File: src/rtl/bgns_pkg.sv
// ----------------------------------------------------------------------------
// Bitsliced Gaussian noise sampler package
// Shared constants, types and the per-set Boolean plane functions.
// ----------------------------------------------------------------------------
package bgns_pkg;

	localparam int LANES_DEF        = 64;
	localparam int MAX_WORDS        = 12;
	localparam int CNT_W            = 4;
	localparam int SHIFT_W          = 4;
	localparam int SET_W            = 2;
	localparam int COEFF_W          = 16;
	localparam int CFG_IDX_W        = 1;
	localparam logic [SHIFT_W-1:0] SHIFT_RESET = 4'd6;

	// Register indexes of the configuration port.
	localparam logic [CFG_IDX_W-1:0] REG_NOISE_SET   = 1'b0;
	localparam logic [CFG_IDX_W-1:0] REG_COEFF_SHIFT = 1'b1;

	// Noise set codes.
	localparam logic [SET_W-1:0] SET_D1 = 2'd0;
	localparam logic [SET_W-1:0] SET_D2 = 2'd1;
	localparam logic [SET_W-1:0] SET_D3 = 2'd2;
	localparam logic [SET_W-1:0] SET_D4 = 2'd3;

	// Number of words in a group for each set.
	function automatic logic [CNT_W-1:0] group_len(input logic [SET_W-1:0] s);
		logic [CNT_W-1:0] r;
		unique case (s)
			SET_D1:  r = 4'd10;
			SET_D2:  r = 4'd11;
			SET_D3:  r = 4'd12;
			default: r = 4'd11;
		endcase
		return r;
	endfunction

	// Magnitude bits of one lane: w holds bit k of each of the group's words.
	function automatic logic [3:0] lane_mag(input logic [SET_W-1:0] s,
			input logic [MAX_WORDS-1:0] w);
		logic [3:0] b;
		b = '0;
		unique case (s)
			SET_D1: begin
				b[0] = (w[0]&w[1]&w[2]&w[3]&w[4]&w[5]&w[7]&~w[8]) |
					(w[0]&w[3]&w[4]&w[5]&w[6]&w[8]) | (w[1]&w[3]&w[4]&w[5]&w[6]&w[8]) |
					(w[2]&w[3]&w[4]&w[5]&w[6]&w[8]) |
					(~w[2]&~w[3]&~w[6]&w[8]) | (~w[1]&~w[3]&~w[6]&w[8]) |
					(w[6]&w[7]&~w[8]) | (~w[5]&~w[6]&w[8]) |
					(~w[4]&~w[6]&w[8]) | (~w[7]&w[8]);
				b[1] = (w[1]&w[2]&w[4]&w[5]&w[7]&w[8]) |
					(w[3]&w[4]&w[5]&w[7]&w[8]) | (w[6]&w[7]&w[8]);
			end
			SET_D2: begin
				b[0] = (w[0]&w[1]&w[2]&w[3]&w[5]&w[7]&w[8]) |
					(w[1]&w[2]&w[3]&w[5]&~w[6]&w[7]&w[9]) |
					(~w[1]&~w[2]&~w[3]&w[6]&w[7]&w[8]) |
					(~w[1]&~w[2]&~w[3]&~w[5]&~w[8]&w[9]) |
					(~w[0]&~w[2]&~w[3]&~w[5]&~w[8]&w[9]) |
					(w[4]&w[5]&~w[6]&w[7]&w[9]) |
					(w[3]&w[4]&w[8]&~w[9]) | (~w[5]&w[6]&w[7]&w[8]) |
					(~w[4]&w[6]&w[7]&w[8]) | (~w[4]&~w[5]&~w[8]&w[9]) |
					(w[5]&w[8]&~w[9]) | (w[6]&w[8]&~w[9]) |
					(w[7]&w[8]&~w[9]) | (~w[7]&~w[8]&w[9]) | (~w[6]&~w[8]&w[9]);
				b[1] = (w[0]&w[1]&w[4]&~w[5]&w[6]&w[7]&w[9]) |
					(w[2]&w[4]&~w[5]&w[6]&w[7]&w[9]) |
					(w[3]&w[4]&~w[5]&w[6]&w[7]&w[9]) |
					(w[5]&w[6]&w[7]&~w[8]&w[9]) |
					(~w[1]&~w[2]&~w[3]&w[8]&w[9]) | (~w[7]&w[8]&w[9]) |
					(~w[6]&w[8]&w[9]) | (~w[5]&w[8]&w[9]) | (~w[4]&w[8]&w[9]);
				b[2] = (w[1]&w[4]&w[5]&w[6]&w[7]&w[8]&w[9]) |
					(w[2]&w[4]&w[5]&w[6]&w[7]&w[8]&w[9]) |
					(w[3]&w[4]&w[5]&w[6]&w[7]&w[8]&w[9]);
			end
			SET_D3: begin
				b[0] = (w[0]&~w[2]&~w[3]&w[4]&w[6]&w[7]&w[9]) |
					(w[1]&~w[2]&~w[3]&w[4]&w[6]&w[7]&w[9]) |
					(~w[0]&~w[1]&~w[3]&w[5]&w[6]&w[7]&w[9]) |
					(w[1]&w[2]&w[3]&w[5]&w[6]&w[7]&w[9]) |
					(~w[1]&~w[2]&~w[3]&~w[4]&~w[7]&w[8]&w[9]) |
					(w[2]&w[4]&~w[5]&w[6]&w[8]&w[9]) |
					(~w[3]&~w[4]&~w[7]&~w[8]&~w[9]&w[10]) |
					(w[3]&w[4]&w[7]&w[8]&~w[10]) |
					(w[3]&w[4]&~w[5]&w[6]&w[9]) |
					(~w[4]&w[5]&w[6]&w[7]&w[9]) |
					(~w[6]&~w[7]&~w[8]&~w[9]&w[10]) |
					(~w[5]&~w[7]&~w[8]&~w[9]&w[10]) |
					(w[5]&w[7]&w[8]&~w[10]) | (w[6]&w[7]&w[8]&~w[10]) |
					(w[5]&w[6]&~w[8]&w[9]) | (~w[6]&~w[7]&w[8]&w[9]) |
					(~w[5]&~w[7]&w[8]&w[9]) | (w[7]&~w[8]&w[9]) | (w[9]&~w[10]);
				b[1] = (w[0]&w[2]&w[4]&w[5]&w[6]&w[7]&w[10]) |
					(w[1]&w[2]&w[4]&w[5]&w[6]&w[7]&w[10]) |
					(~w[1]&~w[2]&~w[3]&~w[4]&~w[7]&w[9]&w[10]) |
					(w[3]&w[4]&w[5]&w[6]&w[7]&w[10]) |
					(w[3]&w[5]&w[6]&~w[8]&w[10]) |
					(w[4]&w[5]&w[6]&~w[8]&w[10]) |
					(~w[6]&~w[7]&w[9]&w[10]) | (~w[5]&~w[7]&w[9]&w[10]) |
					(w[7]&~w[8]&w[10]) | (w[8]&~w[9]&w[10]) | (~w[8]&w[9]&w[10]);
				b[2] = (w[1]&w[5]&w[6]&w[8]&w[9]&w[10]) |
					(w[2]&w[5]&w[6]&w[8]&w[9]&w[10]) |
					(w[3]&w[5]&w[6]&w[8]&w[9]&w[10]) |
					(w[4]&w[5]&w[6]&w[8]&w[9]&w[10]) | (w[7]&w[8]&w[9]&w[10]);
			end
			default: begin
				b[0] = (w[0]&w[1]&~w[2]&w[3]&w[4]&~w[6]&w[7]&~w[9]) |
					(w[2]&w[3]&w[4]&~w[5]&~w[6]&w[7]&~w[9]) |
					(~w[2]&~w[3]&~w[4]&~w[5]&~w[7]&w[8]) |
					(~w[1]&~w[3]&~w[4]&~w[5]&~w[7]&w[8]) |
					(~w[0]&~w[3]&~w[4]&~w[5]&~w[7]&w[8]) |
					(w[0]&~w[2]&w[3]&w[5]&~w[6]&w[8]) |
					(w[1]&~w[2]&w[3]&w[5]&~w[6]&w[8]) |
					(w[2]&w[3]&~w[4]&w[5]&~w[6]&w[8]) |
					(w[0]&w[1]&w[4]&w[5]&w[7]&w[9]) |
					(w[2]&~w[3]&w[4]&w[6]&w[7]&w[9]) |
					(~w[2]&w[3]&w[4]&w[6]&w[7]&w[9]) |
					(~w[3]&w[5]&~w[6]&w[7]&~w[9]) |
					(w[0]&w[2]&w[5]&w[7]&~w[8]) | (w[1]&w[2]&w[5]&w[7]&~w[8]) |
					(w[4]&w[5]&~w[6]&w[7]&w[9]) | (~w[4]&~w[5]&w[6]&w[7]&w[9]) |
					(~w[2]&~w[5]&w[6]&w[7]&w[9]) |
					(w[3]&w[5]&w[7]&~w[8]) | (~w[5]&~w[6]&w[8]&~w[9]) |
					(~w[2]&~w[6]&w[8]&~w[9]) | (w[6]&w[7]&~w[8]) |
					(~w[7]&w[8]&~w[9]) | (~w[6]&~w[7]&w[8]);
				b[1] = (w[2]&w[3]&w[4]&w[5]&w[7]&w[8]&~w[9]) |
					(w[2]&w[3]&w[4]&~w[5]&w[6]&w[7]&w[9]) |
					(~w[2]&~w[3]&~w[4]&~w[5]&~w[7]&w[9]) |
					(~w[1]&~w[3]&~w[4]&~w[5]&~w[7]&w[9]) |
					(~w[0]&~w[3]&~w[4]&~w[5]&~w[7]&w[9]) |
					(~w[4]&w[5]&w[6]&w[7]&w[9]) | (~w[3]&w[5]&w[6]&w[7]&w[9]) |
					(~w[2]&w[5]&w[6]&w[7]&w[9]) |
					(w[6]&w[7]&w[8]&~w[9]) | (~w[6]&~w[7]&w[9]) | (~w[8]&w[9]);
				b[2] = (w[0]&w[1]&w[2]&~w[3]&w[6]&w[8]&w[9]) |
					(w[3]&w[6]&~w[7]&w[8]&w[9]) | (w[4]&~w[5]&w[6]&w[8]&w[9]) |
					(~w[3]&w[5]&w[6]&w[8]&w[9]) |
					(~w[6]&w[7]&w[8]&w[9]) | (~w[4]&w[7]&w[8]&w[9]) |
					(~w[2]&w[7]&w[8]&w[9]);
				b[3] = w[2]&w[3]&w[4]&w[5]&w[6]&w[7]&w[8]&w[9];
			end
		endcase
		return b;
	endfunction

	// Control of one finished group, handed from the front to the queue.
	typedef struct packed {
		logic [SET_W-1:0]   noise_set;
		logic [SHIFT_W-1:0] shift;
	} grp_ctl_t;

endpackage

File: src/rtl/bgns_queue.sv
// ----------------------------------------------------------------------------
// Bitsliced Gaussian noise sampler group queue
// Two-entry queue of evaluated groups between the front and back ends.
// ----------------------------------------------------------------------------
module bgns_queue #(
	parameter int LANES = bgns_pkg::LANES_DEF
) (
	input  logic                         clk,
	input  logic                         arst_n,
	input  logic                         wr_valid,
	output logic                         wr_ready,
	input  logic [bgns_pkg::MAX_WORDS*LANES-1:0] wr_words,
	input  bgns_pkg::grp_ctl_t           wr_ctl,
	output logic                         rd_valid,
	input  logic                         rd_ready,
	output logic [4*LANES-1:0]           rd_mag,
	output logic [LANES-1:0]             rd_sign,
	output logic [bgns_pkg::SHIFT_W-1:0] rd_shift
);
	import bgns_pkg::*;

	localparam int ENT_W = 5 * LANES + SHIFT_W;

	logic [ENT_W-1:0] ent_q [2];
	logic             wp_q, rp_q;
	logic [1:0]       fill_q;
	logic [ENT_W-1:0] wr_ent;
	logic [LANES-1:0] sgn;
	logic [4*LANES-1:0] mag;
	logic [CNT_W-1:0] sidx;

	// Evaluate the plane functions lane by lane as the group enters.
	always_comb begin
		logic [MAX_WORDS-1:0] w;
		logic [3:0] m;
		sidx = group_len(wr_ctl.noise_set) - 4'd1;
		for (int k = 0; k < LANES; k++) begin
			for (int j = 0; j < MAX_WORDS; j++) begin
				w[j] = wr_words[j*LANES + k];
			end
			m = lane_mag(wr_ctl.noise_set, w);
			mag[4*k +: 4] = m;
			sgn[k] = w[sidx];
		end
	end

	assign wr_ent   = {wr_ctl.shift, sgn, mag};
	assign wr_ready = (fill_q != 2'd2);
	assign rd_valid = (fill_q != 2'd0);
	assign {rd_shift, rd_sign, rd_mag} = ent_q[rp_q];

	// Pointers and fill level.
	always_ff @(posedge clk or negedge arst_n) begin
		if (!arst_n) begin
			wp_q   <= 1'b0;
			rp_q   <= 1'b0;
			fill_q <= '0;
		end else begin
			if (wr_valid && wr_ready) wp_q <= ~wp_q;
			if (rd_valid && rd_ready) rp_q <= ~rp_q;
			fill_q <= fill_q + {1'b0, wr_valid && wr_ready} - {1'b0, rd_valid && rd_ready};
		end
	end

	// Entry storage.
	always_ff @(posedge clk) begin
		if (wr_valid && wr_ready) ent_q[wp_q] <= wr_ent;
	end

endmodule

File: config.mk
export PLATFORM = sky130hd
export DESIGN_NAME = bgns_queue
export DESIGN_NICKNAME = d
export VERILOG_FILES = /design/src/rtl/bgns_pkg.sv /design/src/rtl/bgns_queue.sv
export SDC_FILE = /design/constraint.sdc
export NUM_CORES = 2
export LEC_CHECK = 0
export BUFFER_PORTS_ARGS = -buffer_cell sky130_fd_sc_hd__buf_2
export CAP_MARGIN = 20
export CORE_MARGIN = 2
export CORE_UTILIZATION = 30
export DETAILED_ROUTE_END_ITERATION = 16
export HOLD_SLACK_MARGIN = 0.06
export SLEW_MARGIN = 15
export SYNTH_ARGS = -nofsm -noshare
export SYNTH_HDL_FRONTEND = slang
export SYNTH_SLANG_ARGS = --single-unit
File: constraint.sdc
create_clock -name clk -period 18.8 [get_ports clk]
set_input_delay 0.94 -clock clk [delete_from_list [all_inputs] [get_ports clk]]
set_output_delay 0.94 -clock clk [all_outputs]
set_load 0.03 [all_outputs]
# Word-level counts from Yosys, hierarchy flattened
# Memory sizes are Yosys's and may differ from the RTL's.
# Index checks and enable logic that the tools add are counted.
# W data, S select, Z words.
# word_totals
regBits	4
ram_bits	648
output_inout_bits	326
wordCells	30485
mem_count	1
# classes
addsub	3
order_cmp	1
eq_ne	3
muxes	323
bitwise_logic	30146
n_reduce_logical	5
# memory_table
name	words	width	read_ports	rd_ports_with_merged_regs	wr	line_no	source
ent_q	2	324	1	0	1	bgns_queue.sv:24	logic [ENT_W-1:0] ent_q [2];
# op_table
operator	n
$and A1 B1 Y1	22720
$or A1 B1 Y1	6720
$not A1 Y1	706
$pmux W2 S3	64
$bmux W1 S4	64
$pmux W1 S3	64
$mux W1	130
$pmux W3 S2	1
$lt A4 B5 Y1 const B	1
$sub A4 B1 Y4 const B	1
$reduce_or A3 Y1	1
$add A2 B1 Y2	1
$eq A2 B1 Y1 const B	1
$eq A2 B2 Y1 const B	1
$logic_and A1 B1 Y1	2
$logic_not A2 Y1	1
$ne A2 B2 Y1 const B	1
$reduce_bool A2 Y1	1
$sub A2 B1 Y2	1

# Longest topological paths before layout
# logic_depth
word_depth	30
ltp_mapped	9
mapped_depth_nobuf	7

# Worst setup path after synthesis
# Ideal clock, no wire load.
# synth_timing
path_type	input port to flip-flop
start	input wr_valid
end	memory ent_q[0][0] in the netlist's numbering, enable pin
setup_ps	1018
arrival_ps	14455
path_slack_ps	3327
cell_stages	2
cell_sequence	nand2_1 > nor2_1
# synth_between
elab_chain_len	3
# synth_lines
item	line_no	source
start: declaration	bgns_queue.sv:10	input logic wr_valid,
$logic_and A1 B1 Y1	n/a	
$mux W1 (2 in a row)	n/a	
end: declaration	bgns_queue.sv:24	
# No other way between the ends.

# Final worst setup path
# layout_timing
start	register rp_q
end	output rd_mag[155]
# layout_between
elab_chain_len	1
# layout_lines
item	line_no	source
start: declaration	bgns_queue.sv:25	logic wp_q, rp_q;
start signal: assignment	bgns_queue.sv:60	if (rd_valid && rd_ready) rp_q <= ~rp_q;
$mem_v2 Z2 W324	n/a	
end: declaration	bgns_queue.sv:16	output logic [4*LANES-1:0] rd_mag,
# No other way between the ends.

==> impl.org <==
** Synth
- Fraction of synthesized area in multiplexers :: 7.151%
- Of the total synthesized cell area, the portion taken by XOR and XNOR cells is 0.7901%.
- Post-synthesis adder-cell area fraction :: 0.03527%
- Mean Syn Cell Area :: 7.510 µm²
- The share of synthesized area in the top cell type comes to 27.43%.
- When the netlist entered floorplanning its net count stood at 10230.
- Combinational family with the most area after synthesis :: compound AO/OA/AOI/OAI gates
- After synthesis the netlist holds a flip-flop and latch count of 652.
- Largest area contributor in the synthesized netlist :: edfxtp_1
- Cell types occupying the most area after synthesis :: edfxtp_1 27%, a21oi_1 5.6%, mux2_2 5.4%
- The cell area that synthesis handed to floorplanning was 70950 µm².
- Synthesis produced a netlist whose cell count is 9447.
- The synthesized design contains 648 enable-type register cells.
- YS warnings :: 0
- In the synthesized netlist the dominant register cell turns out to be edfxtp_1.
- Fraction of the yosys area taken by sequential cells :: about 28%
- Unique cell type count in the Yosys netlist :: 93
- Share of the synthesized area in compound gates (AO/OA/AOI/OAI) :: between 30% and 40%
- The synthesized netlist devotes 23.39% of its cell area to simple gates.
- Share of async-settable or async-resettable flops after synthesis :: less than 1%

** Final layout
- Non-filler cells, final :: 12980
- Reg area :: between 15000 and 20000 µm²
- Layout overhead on the synthesized area :: 12.77%
- Of the cells placed in the final design, the portion with a size suffix greater than 1 is 18.45%.
- Fin nets :: 10360
- Core utilization of the finished layout :: 34.02%
- Count of filler cells inserted in the layout :: 24820
- Area taken by multi-input logic gates :: 46110 µm²

** Drt
- Dividing the detail-routed wire length by the instance count gives 25.12 µm.
- Per-cell via count in the routed design :: 6.429
- The final layout contains routed wiring with a total length of around 330 mm.
- Detailed-route DRC error count :: 0
- Total via count after detailed routing :: 83450
- The count of nets left with antenna violations once routing finished came out at 0.
- Initial drt markers :: 12040
- 1st-pass router iterations :: 9

** Timing
- Transition at the pin with the smallest max-transition slack :: 1.000 ns
- Ratio of final minimum period to clock period :: 28.57%
- Setup violations remaining at the end of the flow were counted as 0.
- Fin Setup TNS :: 0 ns
- Worst clock skew :: 0.03871 ns
- Worst Slack Setup Final :: 13.43 ns
- Setup repair after global routing left no endpoint under its margin.
- The final max-slew violation count came to 0.
- Max Fclk :: roughly 190 MHz
- The worst pin sits at a relative slew slack of 33.32%.
- The number of hold violations in the final report was 0.
- The smallest clock period supported by the final layout is computed as 5.372 ns.

** Clocking
- The clock reaches the later pin of the worst-skew pair after 0.76 ns.
- Buffers inserted during clock tree synthesis total 88.
- The cell sitting at the root of the clock tree is a clkbuf_16.
- The number of setup buffers added after CTS is 0.
- Clock tree from TritonCTS :: yes
- # clock sinks :: 652
- The clock passes through at most 3 buffers.
- Clock H-tree levels :: 3
- Clock transition at the register clock pins on the worst setup and hold paths after CTS :: 0.06 ns

** Die
- Count of boundary I/O pins :: 1104
- The floorplan step defined a die boundary enclosing 240400 µm².
- The die is 490.3 µm wide.
- Chip Height :: 490.3 µm
- The total area inside the core boundary comes to 235200 µm².
- Row count :: around 180
- For this configuration, the core starts out at a cell density of 30.17%.

** Power
- Power density relative to cell area :: approximately 90 nW/µm²
- Cell leakage power :: 27.85 nW
- Power comes to 7.167 mW.
- VDD sags by at most 0.1353 mV.

** Critical path
- STA classifies the critical path endpoint as an output port.
- Of all nets on the critical path, the largest fanout is 64.
- The worst setup path is launched from a flop.
- Reg2reg setup slack :: roughly 15 ns
- End of the worst register-to-register path :: ent_q[1][171]
- For the worst setup path, the data arrival time is 4.43 ns.
- The critical path in this run is classified as flop to output port.
- In this run the critical register-to-register path is launched from fill_q[1].
- The worst register-to-register path has a depth of 5.
- Critical Path Start :: rp_q
- At the worst endpoint, the required time is 17.86 ns.

** Worst hold path
- In this run the worst hold path is classified as input port to flop.
- For hold timing, the worst endpoint is ent_q[0][320].
- The startpoint identified for the worst hold timing path is wr_ctl[0].
- Worst hold stages :: 1

** Run status
- Result of the run :: completed

** Placement
- In this run the tool buffered the top-level ports with 1103 buffer cells.
- Post-Place Setup Slack :: 14.19 ns
- Counting tap cells, the placed design contains a total of 12640 instances.
- Summed over all nets, the half-perimeter wirelength after detailed placement is 227.6 mm.
- Routability-driven placement finished with a final weighted congestion of 0.9911.

** Global route
- Global-route wire length before repair :: between 400 and 500 mm
- Global routing used 25.23% of the available tracks across all layers.
- Maximum number of pins on one net before global-route repair :: 103
- Total overflow reported by the global router :: 0
- Vias in the first global route :: roughly 75000
- The number of antenna violations at the first check in global routing was 198.

** Run
- Number of maximum-capacitance violations :: 0
[synth_stat cells, drive strengths merged, types with 99 or more instances]
cell type	number
a211oi	99
a31oi	303
nor3	329
o211ai	132
inv	238
mux2	343
a21oi	800
o31ai	120
nand2	1018
mux2i	121
nor2	593
o21ai	739
clkbuf	820
buf	295
nor4	118
nand4	140
and2	107
edfxtp	648
o22ai	125
nand3	376
[worst max-delay path: stages, from the launching register on]
cell	delay (ns)
dfrtp_4	0.86
buf_4	0.70
buf_4	0.61
buf_4	0.72
mux2_2	0.43
buf_2	0.18
[metal layers]
metal / vias to the layer above / GRT usage, % / wire [µm]
met2: 5809 / 37.98 / 142800
met4: 98 / 15.33 / 20800
met5: - / 0 / 668
li1: 36920 / - / -
met3: 972 / 5.953 / 35160
met1: 39650 / 32.59 / 126600
[worst max-delay path by stage]
stage | endpoint | slack, ns | depth (start not counted)
floorplan | ent_q[0][0] | 3.33 | 2
global placement | ent_q[0][141] | 14.27 | 9
detailed placement | rd_mag[155] | 14.19 | 5
CTS | rd_mag[155] | 13.34 | 5
global route | rd_mag[155] | 13.18 | 5
finish | rd_mag[155] | 13.43 | 5
[sequential cells by signal, indices dropped and copies added (netlist names)]
name and cells:
ent_q 648, fill_q 2, rp_q 1, wp_q 1
[final cells by class]
cell class / count / area share [%]
Antenna cell: 180 / 0.5630
Tap cell: 3150 / 4.926
Timing Repair Buffer: 1154 / 7.485
Multi-Input combinational cell: 7437 / 57.63
Sequential cell: 652 / 24.45
Inverter: 243 / 1.146
Clock buffer: 97 / 2.821
Clock inverter: 66 / 0.9743
[through the flow]
stage          hold WS (ns)  cell area (µm²)
5_1_grt              0.3117            79850
4_1_cts              0.2874            79560
2_1_floorplan        0.4604            70950
3_3_place_gp         0.4776            76510
3_5_place_dp         0.4907            76510
6_report             0.3739            80010
[cells in the final DEF (no fill, tap or decap), drive strengths merged, types with 45 or more instances in the layout]
cell / Yosys / routed
and3: 71 / 71
nor2b: 93 / 93
o32ai: 56 / 56
a32oi: 86 / 86
o311ai: 52 / 52
nor2: 593 / 593
nor4: 118 / 118
o21bai: 61 / 61
nor3b: 66 / 66
o2111ai: 70 / 70
mux2: 343 / 343
nand2: 1018 / 1018
clkbuf: 820 / 97
and2: 107 / 107
o221ai: 68 / 68
a211oi: 99 / 99
nand3b: 50 / 50
nand4: 140 / 140
inv: 238 / 246
buf: 295 / 1153
a22oi: 58 / 58
a2111oi: 45 / 45
nand3: 376 / 376
diode: 0 / 180
o31ai: 120 / 120
o22ai: 125 / 125
edfxtp: 648 / 648
nor3: 329 / 329
a21oi: 800 / 800
a41oi: 46 / 46
o21ai: 739 / 739
a311oi: 58 / 58
a31oi: 303 / 303
a21o: 98 / 98
o211ai: 132 / 132
a211o: 68 / 68
mux2i: 121 / 121
or3: 74 / 74
or2: 66 / 66
nand2b: 87 / 87
[timing repair]
item	in CTS	in global routing
endpoints found under the setup margin	0	0
endpoints found under the hold margin	4	0
hold buffers	1	0
gates resized for setup	0	0
[power breakdown]
group	switching [mW]	internal [mW]	leakage [nW]	total (mW)
sequential	0.120	2.02	6.18	2.14
clock	0.758	1.04	1.46	1.80
combinational	2.26	0.971	20.2	3.23
[cells by family (layout without fill, tap and decap cells)]
logic type / Yosys count / after routing
xor+xnor: 64 / 64
mux: 464 / 464
other cells: 0 / 180
compound gates: 3556 / 3556
fa+ha+maj: 2 / 2
buf+inv: 1358 / 1560
simple gates: 3351 / 3351
flops: 652 / 652
Note: power is estimated with default switching activity, not from simulation.
